### src/design/winnowing_fingerprint_stream_unit_assert.svh
// Assertion helpers shared by the winnowing stream modules.
// Both macros expect clk_i and rst_ni in the scope where they are used.
`ifndef WINNOWING_FINGERPRINT_STREAM_UNIT_ASSERT_SVH
`define WINNOWING_FINGERPRINT_STREAM_UNIT_ASSERT_SVH

// The consequent must hold in the same cycle as the antecedent.
`define WFS_ASSERT_SAME(lbl, ante, cons, msg) \
  lbl: assert property (@(posedge clk_i) disable iff (!rst_ni) (ante) |-> (cons)) \
    else $error(msg);

// The consequent must hold in the cycle after the antecedent.
`define WFS_ASSERT_NEXT(lbl, ante, cons, msg) \
  lbl: assert property (@(posedge clk_i) disable iff (!rst_ni) (ante) |=> (cons)) \
    else $error(msg);

`endif

### src/design/wfs_pkg.sv
`timescale 1ns / 1ps
`default_nettype none

package wfs_pkg;

  // Storage depths.
  localparam int MAX_GRAM   = 8;
  localparam int MAX_WINDOW = 16;

  // Index and count widths that follow from the depths.
  localparam int GRAM_IDX_W = (MAX_GRAM > 1) ? $clog2(MAX_GRAM) : 1;
  localparam int FILL_W     = $clog2(MAX_GRAM + 1);
  localparam int WIN_IDX_W  = (MAX_WINDOW > 1) ? $clog2(MAX_WINDOW) : 1;
  localparam int WIN_CNT_W  = $clog2(MAX_WINDOW + 1);

  // Field widths.
  localparam int BYTE_W  = 8;
  localparam int HASH_W  = 64;
  localparam int POS_W   = 32;
  localparam int BASE_W  = 8;
  localparam int GLEN_W  = 4;
  localparam int WSIZE_W = 5;

  // Character constants.
  localparam logic [BYTE_W-1:0] CHR_SPACE   = 8'h20;
  localparam logic [BYTE_W-1:0] CHR_NEWLINE = 8'h0A;
  localparam logic [BYTE_W-1:0] CHR_TAB     = 8'h09;
  localparam logic [BYTE_W-1:0] CHR_UPPER_A = 8'h41;
  localparam logic [BYTE_W-1:0] CHR_UPPER_Z = 8'h5A;
  localparam logic [BYTE_W-1:0] CASE_SHIFT  = 8'h20;
  localparam logic [HASH_W-1:0] BYTE_OFFSET = 64'd32;

  // Queue between front and back.
  localparam int QUEUE_DEPTH = 2;
  localparam int QPTR_W      = (QUEUE_DEPTH > 1) ? $clog2(QUEUE_DEPTH) : 1;
  localparam int QCNT_W      = $clog2(QUEUE_DEPTH + 1);

  // Register file.
  localparam int PADDR_W = 4;
  localparam int PDATA_W = 32;
  localparam int REG_IDX_W = 2;
  localparam logic [REG_IDX_W-1:0] REG_HASH_BASE   = 2'd0;
  localparam logic [REG_IDX_W-1:0] REG_GRAM_LENGTH = 2'd1;
  localparam logic [REG_IDX_W-1:0] REG_WINDOW_SIZE = 2'd2;

  localparam logic [BASE_W-1:0]  RST_HASH_BASE   = 8'd5;
  localparam logic [GLEN_W-1:0]  RST_GRAM_LENGTH = 4'd3;
  localparam logic [WSIZE_W-1:0] RST_WINDOW_SIZE = 5'd5;

  // One queued operation: a kept, lowercased byte or an end of document.
  typedef struct packed {
    logic              eod;
    logic [BYTE_W-1:0] chr;
  } wfs_op_t;

  // Configuration handed from the register file to the back end.
  typedef struct packed {
    logic [BASE_W-1:0]  hash_base;
    logic [GLEN_W-1:0]  gram_length;
    logic [WSIZE_W-1:0] win_len;
  } wfs_cfg_t;

  // Whitespace that the stream drops.
  function automatic logic is_blank(input logic [BYTE_W-1:0] chr);
    return (chr == CHR_SPACE) || (chr == CHR_NEWLINE) || (chr == CHR_TAB);
  endfunction

  // Fold A..Z to lower case, pass everything else.
  function automatic logic [BYTE_W-1:0] to_lower(input logic [BYTE_W-1:0] chr);
    if ((chr >= CHR_UPPER_A) && (chr <= CHR_UPPER_Z)) begin
      return chr + CASE_SHIFT;
    end
    return chr;
  endfunction

  // Gram length clamped to 1..MAX_GRAM.
  function automatic logic [FILL_W-1:0] eff_gram(input logic [GLEN_W-1:0] glen);
    if (glen == '0) begin
      return FILL_W'(1);
    end
    if (int'(glen) > MAX_GRAM) begin
      return FILL_W'(MAX_GRAM);
    end
    return FILL_W'(glen);
  endfunction

  // Window size clamped to 1..MAX_WINDOW.
  function automatic logic [WIN_CNT_W-1:0] eff_window(input logic [WSIZE_W-1:0] wsize);
    if (wsize == '0) begin
      return WIN_CNT_W'(1);
    end
    if (int'(wsize) > MAX_WINDOW) begin
      return WIN_CNT_W'(MAX_WINDOW);
    end
    return WIN_CNT_W'(wsize);
  endfunction

endpackage

`default_nettype wire

### src/design/winnowing_fingerprint_stream_unit.sv
`timescale 1ns / 1ps
`default_nettype none

// Winnowing fingerprint unit: takes document text a byte per input beat, drops space, newline
// and tab, folds A..Z to lower case, hashes every run of gram_length kept bytes as a wrapping
// 64-bit polynomial in hash_base, and over each window of the configured number of hashes
// reports the signed minimum (earliest wins ties) with its gram position whenever the selection
// changes. A beat with end_of_document set always yields one closing result, carrying the
// minimum as well when the document was shorter than one window and that minimum is new.
// Whitespace beats are dropped at the front, taken only while the queue has room. A two-entry
// queue feeds the back end, which handles one kept byte at a time and takes no new byte until
// it is done with the last: a byte that forms no gram is only stored, one that forms a gram
// is also hashed by the Horner loop (one 64x8 multiply a cycle), and once a window is full
// the window scan (one entry compared a cycle) follows. An end of document goes straight to
// the decision or first scans a short document. A finished result sits in an output register
// while the next beats are taken. Registers on the APB port: 0x0 hash_base (reset 5), 0x4
// gram_length (reset 3, used as 1..8), 0x8 window length (reset 5, used as 1..16); write them
// only while idle.
module winnowing_fingerprint_stream_unit import wfs_pkg::*; (
  input  wire logic                       clk_i,
  input  wire logic                       rst_ni,
  // APB configuration port
  input  wire logic                       psel,
  input  wire logic                       penable,
  input  wire logic                       pwrite,
  input  wire logic [PADDR_W-1:0]         paddr,
  input  wire logic [PDATA_W-1:0]         pwdata,
  output logic      [PDATA_W-1:0]         prdata,
  output logic                            pready,
  // Input channel
  input  wire logic                       in_valid_i,
  output logic                            in_ready_o,
  input  wire logic [BYTE_W-1:0]          text_byte_i,
  input  wire logic                       end_of_document_i,
  // Output channel
  output logic                            out_valid_o,
  input  wire logic                       out_ready_i,
  output logic signed [HASH_W-1:0]        fingerprint_o,
  output logic      [POS_W-1:0]           gram_position_o,
  output logic                            fingerprint_valid_o,
  output logic                            document_end_o
);

  wfs_cfg_t              cfg_q, cfg_d;
  logic [REG_IDX_W-1:0]  reg_idx;
  logic                  cfg_write;
  logic                  q_push_valid, q_push_ready;
  wfs_op_t               q_push_op;
  logic                  q_pop_valid, q_pop_ready;
  wfs_op_t               q_pop_op;
  logic [HASH_W-1:0]     fp_raw;

  // Register file: written in the access phase, read back as stored.
  assign reg_idx   = paddr[PADDR_W-1:PADDR_W-REG_IDX_W];
  assign cfg_write = psel && penable && pwrite;
  assign pready    = 1'b1;

  always_comb begin
    cfg_d = cfg_q;
    if (cfg_write) begin
      case (reg_idx)
        REG_HASH_BASE:   cfg_d.hash_base   = pwdata[BASE_W-1:0];
        REG_GRAM_LENGTH: cfg_d.gram_length = pwdata[GLEN_W-1:0];
        REG_WINDOW_SIZE: cfg_d.win_len     = pwdata[WSIZE_W-1:0];
        default:         cfg_d = cfg_q;
      endcase
    end
  end

  always_comb begin
    case (reg_idx)
      REG_HASH_BASE:   prdata = {{(PDATA_W - BASE_W){1'b0}}, cfg_q.hash_base};
      REG_GRAM_LENGTH: prdata = {{(PDATA_W - GLEN_W){1'b0}}, cfg_q.gram_length};
      REG_WINDOW_SIZE: prdata = {{(PDATA_W - WSIZE_W){1'b0}}, cfg_q.win_len};
      default:         prdata = '0;
    endcase
  end

  always_ff @(posedge clk_i or negedge rst_ni) begin
    if (!rst_ni) begin
      cfg_q.hash_base   <= RST_HASH_BASE;
      cfg_q.gram_length <= RST_GRAM_LENGTH;
      cfg_q.win_len     <= RST_WINDOW_SIZE;
    end else begin
      cfg_q <= cfg_d;
    end
  end

  // Front: classify and filter input beats.
  wfs_front u_front (
    .in_valid_i        (in_valid_i),
    .in_ready_o        (in_ready_o),
    .text_byte_i       (text_byte_i),
    .end_of_document_i (end_of_document_i),
    .q_valid_o         (q_push_valid),
    .q_ready_i         (q_push_ready),
    .q_op_o            (q_push_op)
  );

  // Queue between front and back.
  wfs_queue u_queue (
    .clk_i        (clk_i),
    .rst_ni       (rst_ni),
    .push_valid_i (q_push_valid),
    .push_ready_o (q_push_ready),
    .push_op_i    (q_push_op),
    .pop_valid_o  (q_pop_valid),
    .pop_ready_i  (q_pop_ready),
    .pop_op_o     (q_pop_op)
  );

  // Back: hashing, window scan and result register.
  wfs_back u_back (
    .clk_i               (clk_i),
    .rst_ni              (rst_ni),
    .cfg_i               (cfg_q),
    .op_valid_i          (q_pop_valid),
    .op_ready_o          (q_pop_ready),
    .op_i                (q_pop_op),
    .out_valid_o         (out_valid_o),
    .out_ready_i         (out_ready_i),
    .fingerprint_o       (fp_raw),
    .gram_position_o     (gram_position_o),
    .fingerprint_valid_o (fingerprint_valid_o),
    .document_end_o      (document_end_o)
  );

  assign fingerprint_o = $signed(fp_raw);

endmodule

`default_nettype wire

### src/design/wfs_front.sv
`timescale 1ns / 1ps
`default_nettype none

module wfs_front import wfs_pkg::*; (
  input  wire logic              in_valid_i,
  output logic                   in_ready_o,
  input  wire logic [BYTE_W-1:0] text_byte_i,
  input  wire logic              end_of_document_i,
  output logic                   q_valid_o,
  input  wire logic              q_ready_i,
  output wfs_op_t                q_op_o
);

  logic keep;

  // Whitespace beats are taken and dropped; everything else goes to the queue.
  assign keep       = end_of_document_i || !is_blank(text_byte_i);
  assign in_ready_o = q_ready_i;
  assign q_valid_o  = in_valid_i && keep;

  // End markers carry no character; kept bytes are folded to lower case.
  assign q_op_o.eod = end_of_document_i;
  assign q_op_o.chr = end_of_document_i ? '0 : to_lower(text_byte_i);

endmodule

`default_nettype wire

### src/design/wfs_queue.sv
`timescale 1ns / 1ps
`default_nettype none

`include "winnowing_fingerprint_stream_unit_assert.svh"

module wfs_queue import wfs_pkg::*; (
  input  wire logic    clk_i,
  input  wire logic    rst_ni,
  input  wire logic    push_valid_i,
  output logic         push_ready_o,
  input  wire wfs_op_t push_op_i,
  output logic         pop_valid_o,
  input  wire logic    pop_ready_i,
  output wfs_op_t      pop_op_o
);

  wfs_op_t           mem_q [QUEUE_DEPTH];
  logic [QPTR_W-1:0] wr_ptr_q, wr_ptr_d;
  logic [QPTR_W-1:0] rd_ptr_q, rd_ptr_d;
  logic [QCNT_W-1:0] count_q, count_d;
  logic              push_fire, pop_fire;

  assign push_ready_o = (count_q != QCNT_W'(QUEUE_DEPTH));
  assign pop_valid_o  = (count_q != '0);
  assign pop_op_o     = mem_q[rd_ptr_q];
  assign push_fire    = push_valid_i && push_ready_o;
  assign pop_fire     = pop_valid_o && pop_ready_i;

  // Pointer and occupancy update, wrapping at the queue depth.
  always_comb begin
    wr_ptr_d = wr_ptr_q;
    rd_ptr_d = rd_ptr_q;
    count_d  = count_q;
    if (push_fire) begin
      wr_ptr_d = (wr_ptr_q == QPTR_W'(QUEUE_DEPTH - 1)) ? '0 : wr_ptr_q + QPTR_W'(1);
    end
    if (pop_fire) begin
      rd_ptr_d = (rd_ptr_q == QPTR_W'(QUEUE_DEPTH - 1)) ? '0 : rd_ptr_q + QPTR_W'(1);
    end
    if (push_fire && !pop_fire) begin
      count_d = count_q + QCNT_W'(1);
    end else if (pop_fire && !push_fire) begin
      count_d = count_q - QCNT_W'(1);
    end
  end

  always_ff @(posedge clk_i or negedge rst_ni) begin
    if (!rst_ni) begin
      wr_ptr_q <= '0;
      rd_ptr_q <= '0;
      count_q  <= '0;
    end else begin
      wr_ptr_q <= wr_ptr_d;
      rd_ptr_q <= rd_ptr_d;
      count_q  <= count_d;
    end
  end

  // Entry storage needs no reset.
  always_ff @(posedge clk_i) begin
    if (push_fire) begin
      mem_q[wr_ptr_q] <= push_op_i;
    end
  end

  `WFS_ASSERT_SAME(a_queue_count_bound, 1'b1, (count_q <= QCNT_W'(QUEUE_DEPTH)),
    "queue occupancy exceeds depth")
  `WFS_ASSERT_NEXT(a_queue_ptrs_agree, (count_q == '0 && !push_fire),
    (count_q == '0 && wr_ptr_q == rd_ptr_q), "empty queue pointers disagree")
  `WFS_ASSERT_SAME(a_queue_pop_nonempty, pop_fire, (count_q != '0),
    "pop from an empty queue")

endmodule

`default_nettype wire

### src/design/wfs_back.sv
`timescale 1ns / 1ps
`default_nettype none

`include "winnowing_fingerprint_stream_unit_assert.svh"

module wfs_back import wfs_pkg::*; (
  input  wire logic              clk_i,
  input  wire logic              rst_ni,
  input  wire wfs_cfg_t          cfg_i,
  input  wire logic              op_valid_i,
  output logic                   op_ready_o,
  input  wire wfs_op_t           op_i,
  output logic                   out_valid_o,
  input  wire logic              out_ready_i,
  output logic [HASH_W-1:0]      fingerprint_o,
  output logic [POS_W-1:0]       gram_position_o,
  output logic                   fingerprint_valid_o,
  output logic                   document_end_o
);

  // Sequencer states.
  localparam logic [2:0] S_IDLE   = 3'd0;
  localparam logic [2:0] S_HASH   = 3'd1;
  localparam logic [2:0] S_LOAD   = 3'd2;
  localparam logic [2:0] S_SCAN   = 3'd3;
  localparam logic [2:0] S_DECIDE = 3'd4;

  logic [2:0]            state_q, state_d;
  logic [BYTE_W-1:0]     gram_q [MAX_GRAM];
  logic [BYTE_W-1:0]     gram_d [MAX_GRAM];
  logic [FILL_W-1:0]     fill_q, fill_d;
  logic [GRAM_IDX_W-1:0] age_q, age_d;
  logic [HASH_W-1:0]     hash_q, hash_d;
  logic [HASH_W-1:0]     win_hash_q [MAX_WINDOW];
  logic [HASH_W-1:0]     win_hash_d [MAX_WINDOW];
  logic [POS_W-1:0]      win_pos_q [MAX_WINDOW];
  logic [POS_W-1:0]      win_pos_d [MAX_WINDOW];
  logic [POS_W-1:0]      hc_q, hc_d;
  logic [POS_W-1:0]      last_pos_q, last_pos_d;
  logic                  present_q, present_d;
  logic [WIN_IDX_W-1:0]  k_q, k_d;
  logic [HASH_W-1:0]     best_hash_q, best_hash_d;
  logic [POS_W-1:0]      best_pos_q, best_pos_d;
  logic                  have_q, have_d;
  logic                  eod_q, eod_d;
  logic                  out_valid_q, out_valid_d;
  logic [HASH_W-1:0]     out_fp_q, out_fp_d;
  logic [POS_W-1:0]      out_pos_q, out_pos_d;
  logic                  out_fv_q, out_fv_d;
  logic                  out_end_q, out_end_d;

  logic [FILL_W-1:0]     glen;
  logic [FILL_W-1:0]     glen_m1;
  logic [WIN_CNT_W-1:0]  wlen;
  logic [WIN_CNT_W-1:0]  wlen_m1;
  logic [POS_W-1:0]      wlen_ext;
  logic [HASH_W-1:0]     term;
  logic [HASH_W-1:0]     h_next;
  logic [HASH_W-1:0]     sel_hash;
  logic [POS_W-1:0]      sel_pos;
  logic                  out_free;
  logic                  emit_fp;

  assign glen     = eff_gram(cfg_i.gram_length);
  assign glen_m1  = glen - FILL_W'(1);
  assign wlen     = eff_window(cfg_i.win_len);
  assign wlen_m1  = wlen - WIN_CNT_W'(1);
  assign wlen_ext = {{(POS_W - WIN_CNT_W){1'b0}}, wlen};

  // One Horner step a cycle: newest byte first, oldest byte lands at base^0.
  assign term   = {{(HASH_W - BYTE_W){1'b0}}, gram_q[age_q]} - BYTE_OFFSET;
  assign h_next = (hash_q * cfg_i.hash_base) + term;

  // Window entry under the scan index.
  assign sel_hash = win_hash_q[k_q];
  assign sel_pos  = win_pos_q[k_q];

  assign out_free   = !out_valid_q || out_ready_i;
  assign emit_fp    = have_q && (!present_q || (best_pos_q != last_pos_q));
  assign op_ready_o = (state_q == S_IDLE);

  always_comb begin
    state_d     = state_q;
    gram_d      = gram_q;
    fill_d      = fill_q;
    age_d       = age_q;
    hash_d      = hash_q;
    win_hash_d  = win_hash_q;
    win_pos_d   = win_pos_q;
    hc_d        = hc_q;
    last_pos_d  = last_pos_q;
    present_d   = present_q;
    k_d         = k_q;
    best_hash_d = best_hash_q;
    best_pos_d  = best_pos_q;
    have_d      = have_q;
    eod_d       = eod_q;
    out_valid_d = out_valid_q && !out_ready_i;
    out_fp_d    = out_fp_q;
    out_pos_d   = out_pos_q;
    out_fv_d    = out_fv_q;
    out_end_d   = out_end_q;

    case (state_q)
      // Take one operation from the queue.
      S_IDLE: begin
        if (op_valid_i) begin
          if (op_i.eod) begin
            eod_d = 1'b1;
            if ((hc_q != '0) && (hc_q < wlen_ext)) begin
              // Short document: scan what has been hashed so far.
              have_d  = 1'b1;
              k_d     = hc_q[WIN_IDX_W-1:0] - WIN_IDX_W'(1);
              state_d = S_LOAD;
            end else begin
              have_d  = 1'b0;
              state_d = S_DECIDE;
            end
          end else begin
            eod_d     = 1'b0;
            gram_d[0] = op_i.chr;
            for (int i = 1; i < MAX_GRAM; i++) begin
              gram_d[i] = gram_q[i-1];
            end
            if (fill_q < FILL_W'(MAX_GRAM)) begin
              fill_d = fill_q + FILL_W'(1);
            end
            if (fill_d >= glen) begin
              hash_d  = '0;
              age_d   = '0;
              state_d = S_HASH;
            end
          end
        end
      end

      // Accumulate the gram hash; the last step pushes it into the window.
      S_HASH: begin
        hash_d = h_next;
        if (age_q == glen_m1[GRAM_IDX_W-1:0]) begin
          win_hash_d[0] = h_next;
          win_pos_d[0]  = hc_q;
          for (int i = 1; i < MAX_WINDOW; i++) begin
            win_hash_d[i] = win_hash_q[i-1];
            win_pos_d[i]  = win_pos_q[i-1];
          end
          if (hc_q != '1) begin
            hc_d = hc_q + POS_W'(1);
          end
          if (hc_d >= wlen_ext) begin
            have_d  = 1'b1;
            k_d     = wlen_m1[WIN_IDX_W-1:0];
            state_d = S_LOAD;
          end else begin
            state_d = S_IDLE;
          end
        end else begin
          age_d = age_q + GRAM_IDX_W'(1);
        end
      end

      // The oldest entry in range starts as the candidate.
      S_LOAD: begin
        best_hash_d = sel_hash;
        best_pos_d  = sel_pos;
        if (k_q == '0) begin
          state_d = S_DECIDE;
        end else begin
          k_d     = k_q - WIN_IDX_W'(1);
          state_d = S_SCAN;
        end
      end

      // Walk toward the newest entry; only a strictly smaller hash replaces.
      S_SCAN: begin
        if ($signed(sel_hash) < $signed(best_hash_q)) begin
          best_hash_d = sel_hash;
          best_pos_d  = sel_pos;
        end
        if (k_q == '0) begin
          state_d = S_DECIDE;
        end else begin
          k_d = k_q - WIN_IDX_W'(1);
        end
      end

      // Emit a new minimum and/or the end marker once the output is free.
      S_DECIDE: begin
        if (emit_fp || eod_q) begin
          if (out_free) begin
            out_valid_d = 1'b1;
            out_fv_d    = emit_fp;
            out_end_d   = eod_q;
            out_fp_d    = emit_fp ? best_hash_q : '0;
            out_pos_d   = emit_fp ? best_pos_q : '0;
            if (emit_fp) begin
              last_pos_d = best_pos_q;
              present_d  = 1'b1;
            end
            if (eod_q) begin
              fill_d     = '0;
              hc_d       = '0;
              last_pos_d = '0;
              present_d  = 1'b0;
            end
            state_d = S_IDLE;
          end
        end else begin
          state_d = S_IDLE;
        end
      end

      default: begin
        state_d = S_IDLE;
      end
    endcase
  end

  // Control state.
  always_ff @(posedge clk_i or negedge rst_ni) begin
    if (!rst_ni) begin
      state_q     <= S_IDLE;
      fill_q      <= '0;
      age_q       <= '0;
      hc_q        <= '0;
      last_pos_q  <= '0;
      present_q   <= 1'b0;
      k_q         <= '0;
      have_q      <= 1'b0;
      eod_q       <= 1'b0;
      out_valid_q <= 1'b0;
    end else begin
      state_q     <= state_d;
      fill_q      <= fill_d;
      age_q       <= age_d;
      hc_q        <= hc_d;
      last_pos_q  <= last_pos_d;
      present_q   <= present_d;
      k_q         <= k_d;
      have_q      <= have_d;
      eod_q       <= eod_d;
      out_valid_q <= out_valid_d;
    end
  end

  // Payload: gram and window stores, candidate and result registers.
  always_ff @(posedge clk_i) begin
    gram_q      <= gram_d;
    hash_q      <= hash_d;
    win_hash_q  <= win_hash_d;
    win_pos_q   <= win_pos_d;
    best_hash_q <= best_hash_d;
    best_pos_q  <= best_pos_d;
    out_fp_q    <= out_fp_d;
    out_pos_q   <= out_pos_d;
    out_fv_q    <= out_fv_d;
    out_end_q   <= out_end_d;
  end

  assign out_valid_o         = out_valid_q;
  assign fingerprint_o       = out_fp_q;
  assign gram_position_o     = out_pos_q;
  assign fingerprint_valid_o = out_fv_q;
  assign document_end_o      = out_end_q;

  `WFS_ASSERT_NEXT(a_end_clears_stream, (state_q == S_DECIDE && eod_q && out_free),
    (hc_q == '0 && fill_q == '0 && !present_q && out_end_q),
    "end of document did not clear stream")
  `WFS_ASSERT_SAME(a_empty_result_zero, (out_valid_q && !out_fv_q),
    (out_fp_q == '0 && out_pos_q == '0 && out_end_q),
    "result without fingerprint is not a clean end marker")
  `WFS_ASSERT_SAME(a_fill_bound, 1'b1, (fill_q <= FILL_W'(MAX_GRAM)),
    "gram fill above its depth")
  `WFS_ASSERT_NEXT(a_no_pop_while_busy, (state_q != S_IDLE && state_q != S_DECIDE),
    (state_q != S_IDLE || $past(state_q) != S_LOAD), "left a scan without deciding")

endmodule

`default_nettype wire
### config.mk
export PLATFORM = sky130hd
export DESIGN_NAME = winnowing_fingerprint_stream_unit
export DESIGN_NICKNAME = d
export VERILOG_FILES = /design/src/design/wfs_pkg.sv /design/src/design/winnowing_fingerprint_stream_unit.sv /design/src/design/wfs_front.sv /design/src/design/wfs_queue.sv /design/src/design/wfs_back.sv
export VERILOG_INCLUDE_DIRS = /design/src /design/src/design
export SDC_FILE = /design/constraint.sdc
export NUM_CORES = 2
export LEC_CHECK = 0
export BUFFER_PORTS_ARGS = -buffer_cell sky130_fd_sc_hd__buf_2
export CORE_ASPECT_RATIO = 0.8
export CORE_MARGIN = 5
export CORE_UTILIZATION = 60
export CTS_BUF_LIST = sky130_fd_sc_hd__clkbuf_4
export CTS_CLUSTER_DIAMETER = 60
export DETAILED_ROUTE_END_ITERATION = 10
export PLACE_DENSITY_LB_ADDON = 0.1
export SYNTH_ARGS = -nofsm -noshare
export SYNTH_HDL_FRONTEND = slang
export SYNTH_SLANG_ARGS = --single-unit
### constraint.sdc
create_clock -name clk_i -period 68.5 [get_ports clk_i]
set_input_delay 3.425 -clock clk_i [delete_from_list [all_inputs] [get_ports clk_i]]
set_output_delay 3.425 -clock clk_i [all_outputs]
set_load 0.02 [all_outputs]
==> impl_results.md <==
- Vias in the first global route: a little over 50,000
- Initial DRC count: 5,122
- RSZ-0062 raised after global routing: false
- Routed WL: approximately 190,000 µm
- CTS sink cnt: 1,979
- Critical Path End Type: flop
- Yosys reg bits: 1,979
- Share of layout cells above drive strength 1: 0.235
- Slew Limit Headroom: 0.186
- Yosys warning count: 0
- Largest net degree at the start of global routing: around 210
- I/O Buffers: 133
- Setup TNS: 0 ns
- PostCTS Resize Cnt: 0
- Layout Nets: 6,587
- R2R depth: 17
- WS Path Type: flop to flop
- Initial Util: 0.605
- Most common cell in the netlist: edfxtp_1
- Root buf cell: clkbuf_4
- GR Overflow Total: 0
- Wire per inst: 22.9 µm
- Detailed-route DRC error count: 0
- Detailed-route via count: about 50,000
- Total track usage: 0.237
- Die width: 452 µm
- Worst Tran Pin Value: 1.22 ns
- DR pass1 iterations: 6
- Hold WC Path Type: flop to flop
- Clock Path Buffers: 4
- Register area share after synthesis: 0.628
- Placer Congestion: 0.891
- Final clock skew: 0.165 ns
- Post-synth EDFFs: ~1,900
- Core ar.: approximately 150,000 µm²
- Layout area overhead: 9.17%
- Max-cap viol count: 0
- CP max FO: 61
- Final setup fails: 0
- Fill cells: between 10,000 and 15,000
- Worst Hold Depth: 0
- Status: complete, no violations
- Postcts setup bufs: 0
- Total Die Area: roughly 160,000 µm²
- CTS tree: built
- Detail Placement HPWL: 121,000 µm
- Period utilization: 0.130
- Async SR Flop Fraction: 0.0520
- Synthesized area: ~94,000 µm²
- CTS clk-pin slew, worst paths: roughly 0.07 ns
- Final hold viol count: 0
- Die Ht: roughly 360 µm
- CTS Buf Count: around 470
- Clock Latency Late Sink: about 1.4 ns
- Antenna Nets Post-Route: 0
- Netlist cell types: about 80
- Cts hold-fix bufs: 0
- Largest area contributor in the netlist: edfxtp_1
- Syn_area_per_cell: ~17 µm²
- Post-synth top area share: 0.601
- IO Pins: roughly 190
- Synth Instances: ~5,600
- Highest Clock Rate: between 0.1 and 0.15 GHz
- # rows: between 100 and 150
- Global-route wire length before repair: approximately 300,000 µm
- CTS H-tree lvls: 5
- Synth Flop Type: edfxtp_1
- Worst Path Arrival: approximately 9.9 ns
- Final Max Tran Viols: 0
- Vias/cell: ~6.0
- Initial antenna violation count: 18
- Post-synth top cells: edfxtp_1, inv_1, mux4_2, and2_1, fa_1
- Final worst path period need: approximately 9 ns
- Required time of the critical path: 69.43 ns
- Largest cells by area after synthesis: edfxtp_1, mux4_2, fa_1
- Startpoint class of the critical path: flop
[placed cells by master (no fill, tap or decap), drive strengths merged, types with 8 or more instances in the layout]
cell / count
edfxtp: 1876
clkbuf: 701
inv: 514
mux4: 495
and2: 491
fa: 410
nand2: 306
buf: 190
ha: 158
o21ai: 141
clkinv: 121
a21oi: 102
dfrtp: 97
xnor2: 91
nor2: 82
xor2: 49
nand4: 48
nand2b: 46
a21o: 42
nand3: 39
mux2: 32
nor3: 26
conb: 25
a31oi: 21
nor2b: 21
and3: 18
mux2i: 16
o21a: 14
o31ai: 14
nor4: 13
diode: 10
o21bai: 10
o211ai: 8
a22o: 8
[state kept, by name, indices dropped and copies added (netlist names), 4 cells and up]
signal                  cells
u_back.best_pos_q          32
u_back.gram_position_o     32
u_back.win_pos_q          512
u_back.fill_q               4
u_back.hash_q              64
u_back.gram_q              64
u_back.last_pos_q          32
u_back.best_hash_q         64
u_back.fingerprint_o       64
u_back.hc_q                32
cfg_q                      17
u_back.k_q                  4
u_back.win_hash_q        1024
u_queue.mem_q              18
[through the flow]
stage                     instance area, µm²  hold slack [ns]  setup WS (ns)  utilization  cells
after floorplan                        93900            0.420          21.29            -   5576
after global placement                 96400            0.421          59.22        0.622   7523
after detailed placement               96400            0.427          59.15        0.622   7523
after CTS                             102000            0.307          59.16        0.661   8359
after global routing                  102000            0.324          58.81        0.661   8365
final                                 102000            0.310          59.58        0.661   8369
[area by class of cell]
class	instances	area, µm²	share of cell area
clock buffer	701	5260	0.0514
inverter	507	1910	0.0187
tap	2030	2540	0.0248
timing repair buffer	190	1170	0.0114
sequential	1979	58900	0.576
multi-input combinational	2817	31900	0.311
clock inverter	135	662	0.00646
antenna	10	25.0	0.000244
[worst paths after layout]
path | from | to | slack [ns]
max | u_back.k_q[0]$_DFFE_PN0P_ | u_back.best_hash_q[25]$_DFFE_PP_ | 59.58
min | u_back.win_hash_q[818]$_DFFE_PP_ | u_back.win_hash_q[754]$_DFFE_PP_ | 0.31
max reg2reg | u_back.k_q[0]$_DFFE_PN0P_ | u_back.best_hash_q[25]$_DFFE_PP_ | 59.58
max in group asynchronous | rst_ni | u_back.hc_q[23]$_DFFE_PN0P_ | 65.01
min in group asynchronous | rst_ni | cfg_q[10]$_DFFE_PN0P_ | 2.21
min reg2reg | u_back.win_hash_q[818]$_DFFE_PP_ | u_back.win_hash_q[754]$_DFFE_PP_ | 0.31
[cells by family (layout without fill, tap and decap cells)]
kind of cell,after synthesis,count (layout),synth area share
flops,1979,1979,0.628
xor+xnor,140,140,0.0131
fa+ha+maj,568,568,0.109
buf+inv,780,1533,0.0332
simple gates,1123,1123,0.0646
other cells,2,35,0.0000801
compound gates,418,418,0.0279
mux,543,543,0.124
[critical path: stages, from the launching register on]
cell	delay (ns)
dfrtp_4	0.91
buf_4	0.74
buf_4	0.80
buf_4	0.89
mux4_2	0.63
mux4_2	0.50
ha_1	0.33
a21o_1	0.18
a21o_1	0.16
a21oi_1	0.17
nand2_1	0.07
o2111ai_1	0.41
nand4_1	0.45
a21oi_1	0.31
xor2_1	0.26
a21boi_4	0.22
buf_4	0.46
buf_4	0.83
[metal layers]
metal / GRT usage / up-vias / wire length [µm]
met5: 0 / - / 0
li1: - / 21700 / -
met2: 0.321 / 2011 / 80700
met1: 0.394 / 26100 / 91800
met3: 0.0543 / 272 / 16100
met4: 0.0607 / 0 / 3100
Power is left out: the tool's default activity adds up to more than one toggle a clock period on the data nets, which glitch-free logic cannot reach.
